===== config.mk =====
export PLATFORM = sky130hd
export DESIGN_NAME = ksm_cell
export DESIGN_NICKNAME = d
export VERILOG_FILES = /design/src/sv/ksm_pkg.sv /design/src/sv/ksm_cell.sv
export SDC_FILE = /design/constraint.sdc
export NUM_CORES = 1
export LEC_CHECK = 0
export BUFFER_PORTS_ARGS = -buffer_cell sky130_fd_sc_hd__buf_4
export CAP_MARGIN = 25
export CORE_MARGIN = 5
export CORE_UTILIZATION = 49
export CTS_CLUSTER_SIZE = 40
export DETAILED_ROUTE_END_ITERATION = 6
export PLACE_DENSITY = 0.75
export SLEW_MARGIN = 5
export SYNTH_ARGS = -nofsm -noshare
export SYNTH_HDL_FRONTEND = slang
export SYNTH_SLANG_ARGS = --single-unit

===== constraint.sdc =====
create_clock -name i_clk -period 4.68 [get_ports i_clk]
set_input_delay 0.936 -clock i_clk [delete_from_list [all_inputs] [get_ports i_clk]]
set_output_delay 0.936 -clock i_clk [all_outputs]
set_load 0.005 [all_outputs]

===== src/sv/ksm_pkg.sv =====
// Shared types and constants of the key sequence matcher.
// Used by ksm_cell and key_sequence_matcher_core; depends on nothing else.
package ksm_pkg;

    localparam int unsigned KEY_W    = 29;  // key code plus modifiers
    localparam int unsigned CODE_W   = 25;
    localparam int unsigned ID_W     = 16;
    localparam int unsigned SLOT_W   = 5;
    localparam int unsigned POS_W    = 2;
    localparam int unsigned SLEN_W   = 3;
    localparam int unsigned IDXCMP_W = 9;   // wide enough for any cell index
    localparam int unsigned CMP_W    = 5;   // wide enough for lengths and steps

    typedef enum logic [1:0] {
        CMD_PRESS   = 2'd0,
        CMD_RELEASE = 2'd1,
        CMD_WRITE   = 2'd2
    } t_cmd;

    localparam logic KIND_ACT   = 1'b0;
    localparam logic KIND_DEACT = 1'b1;

    // saturating count of completed bindings
    localparam logic [1:0] HITS_NONE = 2'd0;
    localparam logic [1:0] HITS_ONE  = 2'd1;
    localparam logic [1:0] HITS_MANY = 2'd2;

    typedef logic [KEY_W-1:0] t_key_word;

    typedef struct packed {
        logic [1:0]        cmd;
        logic [CODE_W-1:0] key_code;
        logic [3:0]        modifiers;
        logic              auto_repeat;
        logic [SLOT_W-1:0] slot;
        logic [POS_W-1:0]  position;
        logic [SLEN_W-1:0] seq_length;
        logic [ID_W-1:0]   binding_id;
    } t_item;

    typedef struct packed {
        logic            event_kind;
        logic [ID_W-1:0] binding;
        logic            last_item;
    } t_result;

    // scan token handed from cell to cell
    typedef struct packed {
        logic            valid;
        logic [1:0]      hits;
        logic [ID_W-1:0] hit_id;
        logic            open;
    } t_token;

    // table write broadcast to all cells
    typedef struct packed {
        logic              en;
        logic [SLOT_W-1:0] slot;
        logic [POS_W-1:0]  pos;
        logic [SLEN_W-1:0] len;
        t_key_word         word;
        logic [ID_W-1:0]   id;
    } t_tbl_wr;

endpackage


===== src/sv/ksm_cell.sv =====
// One binding slot of the matcher chain: key words, length, id, candidate bit.
// Depends on ksm_pkg. Evaluates the scan token and hands it to the next cell.
module ksm_cell import ksm_pkg::*; #(
    parameter int unsigned IDX     = 0,
    parameter int unsigned MAX_LEN = 4,
    localparam int unsigned LW     = (MAX_LEN > 1) ? $clog2(MAX_LEN) : 1
) (
    input  logic            i_clk,
    input  logic            i_rst_n,
    input  t_tbl_wr         i_wr,
    input  t_key_word       i_key,
    input  logic [LW-1:0]   i_step,
    input  t_token          i_tok,
    output t_token          o_tok
);

    localparam int unsigned LENW = $clog2(MAX_LEN + 1);
    localparam logic [IDXCMP_W-1:0] IDX_C = IDXCMP_W'(IDX);
    localparam logic [CMP_W-1:0] MAXLEN_C = CMP_W'(MAX_LEN);

    t_key_word         r_keys [MAX_LEN];
    logic [LENW-1:0]   r_len;
    logic [ID_W-1:0]   r_id;
    logic              r_cand;
    t_token            r_tok;

    logic              n_cand;
    t_token            n_tok;
    logic              wr_hit;
    logic              was;
    logic              key_eq;
    logic [CMP_W-1:0]  len_c;
    logic [CMP_W-1:0]  step_c;
    logic [LENW-1:0]   wr_len;

    assign len_c  = CMP_W'(r_len);
    assign step_c = CMP_W'(i_step);
    assign key_eq = (r_keys[i_step] == i_key);
    assign was    = (i_step == '0) ? (r_len != '0) : r_cand;

    assign wr_hit = i_wr.en
                 && ({{(IDXCMP_W-SLOT_W){1'b0}}, i_wr.slot} == IDX_C)
                 && ({{(CMP_W-POS_W){1'b0}}, i_wr.pos} < MAXLEN_C);
    assign wr_len = ({{(CMP_W-SLEN_W){1'b0}}, i_wr.len} > MAXLEN_C)
                  ? LENW'(MAX_LEN) : LENW'(i_wr.len);

    always_comb begin
        n_cand = r_cand;
        n_tok  = i_tok;
        if (i_tok.valid) begin
            n_cand = 1'b0;
            if (was && (len_c > step_c) && key_eq) begin
                if (len_c == step_c + CMP_W'(1)) begin
                    n_tok.hits   = (i_tok.hits == HITS_NONE) ? HITS_ONE : HITS_MANY;
                    n_tok.hit_id = r_id;
                end else begin
                    n_cand     = 1'b1;
                    n_tok.open = 1'b1;
                end
            end
        end
        if (wr_hit) begin
            n_cand = 1'b0;
        end
    end

    always_ff @(posedge i_clk) begin
        if (!i_rst_n) begin
            r_len  <= '0;
            r_cand <= 1'b0;
            r_tok  <= '0;
        end else begin
            r_cand <= n_cand;
            r_tok  <= n_tok;
            if (wr_hit) begin
                r_keys[LW'(i_wr.pos)] <= i_wr.word;
                r_len                 <= wr_len;
                r_id                  <= i_wr.id;
            end
        end
    end

    assign o_tok = r_tok;

endmodule


==> reports/summary.txt, run 1 <==
Residual DRC: 0
number of H-tree levels: 4
GRT Max-Usage Layer: met2
Slew @ Worst Pin: 0.549 ns
leading post-synthesis cells by cell area: edfxtp_1, mux4_2, dfxtp_1
total power: 3.00 mW
nature of the critical path endpoint: flip-flop
Layout Nets: 602
Reg clk slew, reported paths: 0.06 ns
Cell Area, Synth: 6210 µm²
die span in y: 123 µm
grt met2 use: 28.2%
clock latency on the worst-skew pair: 0.42 ns
Post-Syn Nets: 462
first-pass GRT wire length: 18000 µm
post-CTS resize count: 0
CTS Buf Count: 17
post-synthesis sequential area ratio: 71.6%
min Tclk post-route: 3.56 ns
M1 GR Usage: 20.3%
antenna-violating nets left: 0
Initial Utilization: 49.6%
I/O Pins: 129
met3 Usage GRT: 3.82%
Tot GR Track Use: 16.6%
#FFs+latches synth: 156
floorplan core area: 12500 µm²
class of the worst hold path: reg2reg
area leader, netlist: edfxtp_1
# Max-Cap Violations: 0
power per cell area: 379 nW/µm²
Worst Path Max Fanout: 36
share of cells above drive strength 1: 38.4%
hold slack final: 0.484 ns
Final Util: 63.1%
GPL Wtd Cong: 0.794
crit path DAT: 3.86 ns
Mapped Cells: 349
vias in the first global route: 3506
die area: 15000 µm²
gr ovfl total: 0
Leak: 2.87 nW
synth warn: 0
Syn Area/Cell: 17.8 µm²
setup TNS: 0 ns
top-area cell type share of the netlist area: 63.8%
post-synth cell types: 37
final worst path period share: 76.1%
RSZ-0062 raised after global routing: no
Routed wire per std cell: 17.9 µm
CTS sink count: 156
Final Slew Violations: 0
DR iter-0 viols: 204
Die X-Extent: 123 µm
Peak Freq: 0.281 GHz
drt via density: 5.06
status: completed
# setup viols final: 0
Max clock buf depth: 2
I/O Buffers: 128
initial antenna violation count: 0
TritonCTS clock tree: done
CTS Root Cell: clkbuf_16
# Post-CTS Setup Buffers: 0
endpoints failing hold: 0
Clock Skews: 0.00986 ns
largest net degree at the start of global routing: 43
Max-slew headroom: 63.4%
CP Class: in2reg
HPWL after detailed placement: 7930 µm
FP Rows: 41
Vias: 3413
area grow syn2layout: 27.2%
routed wire length: 12100 µm
First-pass DRT Iterations: 4
hold-fix buffers at CTS: 0
critical path required time: 4.98 ns
CP Launch Type: input port
VDD IR-drop max: 0.000223 V
## logic make-up after synthesis
| kind of cell | count (synthesis) | synth area share, % |
|---|---|---|
| flops | 156 | 71.6 |
| simple gates | 71 | 5.70 |
| xor+xnor | 34 | 4.79 |
| mux | 51 | 13.1 |
| compound gates | 14 | 1.83 |
| buf+inv | 19 | 2.18 |
| fa+ha+maj | 4 | 0.806 |
## final timing paths
kind / startpoint / endpoint / slack (ns) / cells past startpoint
setup reg to reg: r_keys[1][27]$_DFFE_PP_ / o_tok[17]$_SDFF_PN0_ / 1.87 / 8
hold reg to reg: r_len[0]$_SDFFE_PN0P_ / r_len[0]$_SDFFE_PN0P_ / 0.48 / 2
hold / removal: r_len[0]$_SDFFE_PN0P_ / r_len[0]$_SDFFE_PN0P_ / 0.48 / 2
setup / recovery: i_step[1] / o_tok[17]$_SDFF_PN0_ / 1.12 / 10
## critical path, stage by stage
cell and delay (ns):
buf_4 0.43, inv_1 0.15, ha_1 0.34, a211oi_1 0.09, or4_4 0.51, a2111oi_4 0.34, nand4_2 0.20, nor4_4 0.17
buf_4 0.33, mux2_1 0.35
## report_power, final
part / internal, mW / leakage [nW] / switching [mW]
registers: 1.52 / 1.39 / 0.00338
clock network: 0.737 / 0.257 / 0.539
logic: 0.116 / 1.23 / 0.0834
total: 2.37 / 2.87 / 0.626
## final cells by class
class                      count  area (µm²)
fill                         923        4620
sequential                   156        4440
multi-input combinational    174        1660
timing repair buffer         134        1010
clock buffer                  20         437
tap                          172         215
clock inverter                12         115
inverter                       6        22.5
antenna                        1        2.50
## through the flow
step                      worst slack [ns]  std cells  area, µm²
after global placement               0.739        642       7350
final                                 1.12        675       7900
after floorplan                    0.00665        349       6210
after global routing                 0.945        674       7900
after detailed placement             0.662        642       7350
after CTS                             1.10        674       7900
## metal layers
metal | routed length [µm] | share of wire (%)
met5 | 0 | 0
met4 | 236 | 2.0
met3 | 454 | 3.8
met2 | 6460 | 53
met1 | 4930 | 41
## cells in the final DEF (no fill, tap or decap), types with 4 or more instances in the layout
cell type / instances
buf_4: 134
clkbuf_16: 17
clkinvlp_4: 4
dfxtp_1: 24
edfxtp_1: 132
ha_1: 4
inv_1: 6
mux2i_1: 26
mux4_2: 23
nand2_1: 40
nand4_1: 5
nor3_1: 4
xnor2_1: 20
xor2_1: 14
## cells in the mapped netlist (all sizes together)
cell type	number
nand2	40
nor2	4
a2111oi	1
nor3	5
o21a	1
nor3b	2
o21ai	1
nand3	1
a22oi	1
clkbuf	6
a21boi	3
xnor2	20
or4b	1
or4	1
a211oi	1
inv	6
nand4	6
ha	4
a22o	1
dfxtp	24
buf	7
edfxtp	132
mux2	1
and3	2
mux4	24
xor2	14
a21oi	3
o22ai	2
nor4	4
and2	2
nand3b	3
mux2i	26
## state kept, by name (all words and copies together), names as in the netlist
signal	cells
r_cand	1
r_keys	116
r_len	3
o_tok	20
r_id	16
(Power assumes the default switching activity.)
==> run 2: changes to the inputs <==
--- a/config.mk
+++ b/config.mk
@@ -8,10 +8,10 @@
 export BUFFER_PORTS_ARGS = -buffer_cell sky130_fd_sc_hd__buf_4
 export CAP_MARGIN = 25
 export CORE_MARGIN = 5
-export CORE_UTILIZATION = 49
+export CORE_UTILIZATION = 54
 export CTS_CLUSTER_SIZE = 40
 export DETAILED_ROUTE_END_ITERATION = 6
-export PLACE_DENSITY = 0.75
+export PLACE_DENSITY = 0.79
 export SLEW_MARGIN = 5
 export SYNTH_ARGS = -nofsm -noshare
 export SYNTH_HDL_FRONTEND = slang
==> constraint.sdc (replaced) <==
create_clock -name i_clk -period 3.69 [get_ports i_clk]
set_input_delay 0.738 -clock i_clk [delete_from_list [all_inputs] [get_ports i_clk]]
set_output_delay 0.738 -clock i_clk [all_outputs]
set_load 0.005 [all_outputs]
==> run 2 against run 1 <==
Against the previous run:
- highest routed layer unchanged
- setup slack got worse by 0.48 ns
- final area rose by 0.89%
- first-iteration DRC count is 33% lower
- worst hold slack improved by 0.014 ns
- sequential power up 27%
==> reports/summary.txt, run 2 (synthesis results as in run 1) <==
initial antenna violation count: 0 (unchanged)
first-pass GRT wire length: 18300 µm (+2.0%)
share of cells above drive strength 1: 38.9% (+0.44 points)
largest net degree at the start of global routing: 43 (unchanged)
post-CTS resize count: 0 (unchanged)
Reg clk slew, reported paths: 0.06 ns (about the same)
Worst Path Max Fanout: 27 (-25%)
routed wire length: 12200 µm (+0.63%)
floorplan core area: 11400 µm² (-9.2%)
CP Class: in2reg
Layout Nets: 606 (+0.66%)
critical path required time: 4.02 ns (-0.96 ns)
setup TNS: 0 ns (unchanged)
clock latency on the worst-skew pair: 0.41 ns (about the same)
CP Launch Type: input port
CTS Root Cell: clkbuf_16
VDD IR-drop max: 0.000430 V (+93%)
I/O Pins: 129 (unchanged)
crit path DAT: 3.38 ns (-0.48 ns)
number of H-tree levels: 4 (unchanged)
# Max-Cap Violations: 0 (unchanged)
# setup viols final: 0 (unchanged)
Reg with most FFs: r_keys
DR iter-0 viols: 137 (-33%)
Final Util: 70.1% (+7.0 points)
class of the worst hold path: reg2reg
power per cell area: 486 nW/µm² (+28%)
Final Slew Violations: 0 (unchanged)
die area: 13700 µm² (-8.5%)
max FFs per register: 116 (unchanged)
Max-slew headroom: 66.7% (+3.3 points)
# Post-CTS Setup Buffers: 0 (unchanged)
status: completed
commonest non-fill, non-tap cells in the layout: buf_4, edfxtp_1, nand2_1
nature of the critical path endpoint: flip-flop
clock share of power: 43.6% (+1.0 points)
Peak Freq: 0.328 GHz
Clock Skews: 0.00892 ns (-0.000935 ns)
Residual DRC: 0 (unchanged)
sw frac: 19.2% (-1.7 points)
Crit Reg-Reg Endpoint: o_tok[15]$_SDFF_PN0_
HPWL after detailed placement: 8310 µm (+4.8%)
GPL Wtd Cong: 0.730 (-8.1%)
First-pass DRT Iterations: 4 (unchanged)
CTS Buf Count: 17 (unchanged)
most common cell after layout, fill and taps aside: buf_4
Initial Utilization: 54.6% (+5.0 points)
FP Rows: 39 (-4.9%)
Vias: 3470 (+1.7%)
Pint: 3.13 mW (+32%)
FILL cells: 752 (-19%)
Tot GR Track Use: 18.3% (+1.7 points)
gr ovfl total: 0 (unchanged)
min Tclk post-route: 3.05 ns
reg-to-reg setup timing slack: 1.06 ns (-0.81 ns)
Critical path origin: i_step[0]
TritonCTS clock tree: done
worst r2r src: r_len[1]$_SDFFE_PN0P_
crit path to: o_tok[15]$_SDFF_PN0_
sequential share of power: 49.8% (-1.0 points)
hold-fix buffers at CTS: 0 (unchanged)
Max clock buf depth: 2 (unchanged)
drt via density: 5.36 (+6.1%)
worst r2r path cells: 8 (unchanged)
Slew @ Worst Pin: 0.500 ns (-0.0488 ns)
Leak: 2.92 nW (+1.8%)
Comb power frac: 6.6% (about the same)
Routed wire per std cell: 18.8 µm (+5.0%)
antenna cells: 0 (-1)
RSZ-0062 raised after global routing: no
I/O Buffers: 128 (unchanged)
die span in y: 117 µm (-4.4%)
switching pwr: 743 µW (+19%)
endpoints failing hold: 0 (unchanged)
antenna-violating nets left: 0 (unchanged)
vias in the first global route: 3658 (+4.3%)
area grow syn2layout: 28.3%
Die X-Extent: 117 µm (-4.4%)
final worst path period share: 82.7%
CTS sink count: 156 (unchanged)
-- run 2: power groups by stage --
stage	clock network (mW)	logic, mW	registers (mW)
finish	1.69	0.256	1.93
global route	1.80	0.278	1.93
CTS	1.71	0.259	1.93
detailed placement	0	0.258	1.97
global placement	0	0.250	1.97
floorplan	0	0.111	1.97
-- run 2: area by class of cell --
type	instances	area, µm²	area share, %
sequential	156	4440	55.8
multi-input combinational	174	1670	21.0
timing repair buffer	138	1070	13.5
clock buffer	19	433	5.43
tap	143	179	2.24
clock inverter	11	148	1.85
inverter	6	22.5	0.283
-- run 2: worst min path at each step --
stage / start / endpoint / slack (ns) / depth (start not counted)
finish: r_len[0]$_SDFFE_PN0P_ / r_len[0]$_SDFFE_PN0P_ / 0.50 / 2
global route: i_wr[10] / r_id[10]$_DFFE_PP_ / 0.48 / 1
CTS: r_len[0]$_SDFFE_PN0P_ / r_len[0]$_SDFFE_PN0P_ / 0.49 / 2
global placement: r_len[0]$_SDFFE_PN0P_ / r_len[0]$_SDFFE_PN0P_ / 0.48 / 2
floorplan: r_len[0]$_SDFFE_PN0P_ / r_len[0]$_SDFFE_PN0P_ / 0.45 / 2
detailed placement: r_len[0]$_SDFFE_PN0P_ / r_len[0]$_SDFFE_PN0P_ / 0.49 / 2
-- run 2: through the flow --
| step | hold WS (ns) | cell area [µm²] | power [mW] | setup WS, ns | cells |
|---|---|---|---|---|---|
| after floorplan | 0.455 | 6220 | 2.08 | 0.163 | 349 |
| after global placement | 0.482 | 7390 | 2.22 | 0.265 | 617 |
| after detailed placement | 0.485 | 7390 | 2.22 | 0.182 | 617 |
| after CTS | 0.492 | 7970 | 3.90 | 0.610 | 647 |
| after global routing | 0.479 | 7970 | 4.01 | 0.397 | 647 |
| final | 0.498 | 7970 | 3.87 | 0.640 | 647 |
-- run 2: critical path, stage by stage --
cell and delay, ns:
buf_4 0.41, mux4_2 0.58, xnor2_1 0.15, nand4_1 0.14
nor4_1 0.35, nand4_2 0.21, nor4_4 0.20, buf_4 0.34
mux2i_1 0.24
-- run 2: layer usage --
layer	vias to the layer above	global-route usage (%)	part of all wire, %
met5	-	0	0
met4	0	6.57	1.8
met3	16	4.88	4.8
met2	105	31.2	54
met1	1721	22.4	40
li1	1628	-	-
==> run 3: changes to the inputs <==
==> constraint.sdc (replaced) <==
create_clock -name i_clk -period 3.1 [get_ports i_clk]
set_input_delay 0.62 -clock i_clk [delete_from_list [all_inputs] [get_ports i_clk]]
set_output_delay 0.62 -clock i_clk [all_outputs]
set_load 0.005 [all_outputs]
==> run 3 against run 2 <==
Against the previous run:
- via count fell by 0.49%
- routed wire length fell by 0.47%
- clock skew rose by 0.00085 ns
- first-iteration DRC count rose by 14%
- sequential share of layout area fell by 0.75 points
- die area did not move
- core utilization rose by 0.96 points
- register-to-register slack got worse by 0.60 ns
- largest power group unchanged
==> reports/summary.txt, run 3 (synthesis results as in run 1) <==
status: completed
total power: 4.55 mW (+18%)
worst r2r path cells: 9 (+1)
Die X-Extent: 117 µm (unchanged)
CP Class: in2reg
hold-fix buffers at CTS: 0 (unchanged)
endpoints failing hold: 0 (unchanged)
# Post-CTS Setup Buffers: 0 (unchanged)
Tot GR Track Use: 18.5% (+0.20 points)
sequential cell area: 4440 µm² (unchanged)
Vias: 3453 (-0.49%)
TritonCTS clock tree: done
Leak: 2.99 nW (+2.2%)
Layout Nets: 616 (+1.7%)
RSZ-0062 raised after global routing: no
I/O Buffers: 128 (unchanged)
number of H-tree levels: 4 (unchanged)
Reg with most FFs: r_keys
critical path required time: 3.44 ns (-0.58 ns)
WHS Path Cells: 1 (-1)
CTS Buf Count: 17 (unchanged)
placed cell count: 627 (+1.6%)
# Max-Cap Violations: 0 (unchanged)
routed wire length: 12100 µm (-0.47%)
Routed wire per std cell: 18.4 µm (-2.3%)
power per cell area: 563 nW/µm² (+16%)
Non-Filler Instances: 659 (+1.9%)
clock latency on the worst-skew pair: 0.42 ns (about the same)
CP Launch Type: input port
# setup viols final: 0 (unchanged)
Clock Skews: 0.00977 ns (+0.000849 ns)
antenna-violating nets left: 0 (unchanged)
antenna cells: 0 (unchanged)
CTS Root Cell: clkbuf_16
Final Slew Violations: 0 (unchanged)
CTS sink count: 156 (unchanged)
area grow syn2layout: 30.1%
die area: 13700 µm² (unchanged)
HPWL after detailed placement: 8600 µm (+3.5%)
I/O Pins: 129 (unchanged)
GPL Wtd Cong: 0.767 (+5.2%)
floorplan core area: 11400 µm² (unchanged)
FP Rows: 39 (unchanged)
most common cell after layout, fill and taps aside: buf_4
min Tclk post-route: 2.84 ns
area of the multi-input gates: 1670 µm² (about the same)
max FFs per register: 116 (unchanged)
share of cells above drive strength 1: 40.9% (+2.0 points)
Initial Utilization: 54.6% (unchanged)
First-pass DRT Iterations: 5 (+1)
VDD IR-drop max: 0.000338 V (-21%)
post-CTS resize count: 0 (unchanged)
setup TNS: 0 ns (unchanged)
commonest non-fill, non-tap cells in the layout: buf_4, edfxtp_1, nand2_1
Max clock buf depth: 2 (unchanged)
gr ovfl total: 0 (unchanged)
crit path DAT: 3.18 ns (-0.20 ns)
FILL cells: 712 (-5.3%)
Max-slew headroom: 74.4% (+7.7 points)
first-pass GRT wire length: 18600 µm (+1.4%)
Residual DRC: 0 (unchanged)
class of the worst hold path: in2reg
initial antenna violation count: 0 (unchanged)
largest net degree at the start of global routing: 43 (unchanged)
vias in the first global route: 3720 (+1.7%)
nature of the critical path endpoint: flip-flop
die span in y: 117 µm (unchanged)
Worst Path Max Fanout: 12 (-56%)
Reg clk slew, reported paths: 0.06 ns (about the same)
DR iter-0 viols: 156 (+14%)
Peak Freq: 0.352 GHz
Slew @ Worst Pin: 0.384 ns (-0.115 ns)
final worst path period share: 91.6%
drt via density: 5.24 (-2.3%)
-- run 3: final cells by class --
cell class                 count  area share, %
sequential                   156           55.0
multi-input combinational    174           20.7
timing repair buffer         148           14.8
clock buffer                  17           5.27
tap                          143           2.21
clock inverter                15           1.70
inverter                       6          0.279
-- run 3: path summary, 6_finish.rpt --
check	from	endpoint	slack, ns
worst min-delay path	i_wr[8]	r_id[8]$_DFFE_PP_	0.38
worst max-delay path	i_step[0]	o_tok[4]$_SDFF_PN0_	0.26
worst max register to register	r_keys[2][2]$_DFFE_PP_	o_tok[4]$_SDFF_PN0_	0.46
worst min register to register	r_len[0]$_SDFFE_PN0P_	r_len[0]$_SDFFE_PN0P_	0.51
-- run 3: per-stage QoR --
step / hold slack, ns / utilization [%] / area (µm²) / worst slack (ns)
finish: 0.380 / 71.1 / 8080 / 0.262
floorplan: 0.455 / - / 6230 / -0.264
detailed placement: 0.493 / 66.1 / 7520 / -0.201
global route: 0.364 / 71.1 / 8080 / 0.0111
global placement: 0.487 / 66.1 / 7520 / -0.0435
CTS: 0.366 / 71.1 / 8080 / 0.241
-- run 3: report_power, final --
part           leakage [nW]  switching [mW]  internal, mW
combinational          1.33           0.130         0.188
clock                 0.272           0.819          1.12
sequential             1.39         0.00543          2.29
-- run 3: worst max-delay path: stages --
cell and delay [ns]:
buf_4 0.25, buf_12 0.16, mux4_2 0.51, xnor2_1 0.17, nand4_1 0.14, nor4_1 0.22
buf_4 0.17, nand4_2 0.14, nor4_4 0.28, buf_4 0.27, mux2i_1 0.22
-- run 3: routing by layer --
metal | part of all wire [%] | vias up | track usage (%) | routed length [µm]
met2 | 54 | 90 | 32.3 | 6530
met3 | 5.2 | 15 | 4.47 | 632
li1 | - | 1653 | - | -
met5 | 0 | - | 0 | 0
met1 | 39 | 1695 | 22.5 | 4750
met4 | 1.6 | 0 | 6.35 | 199
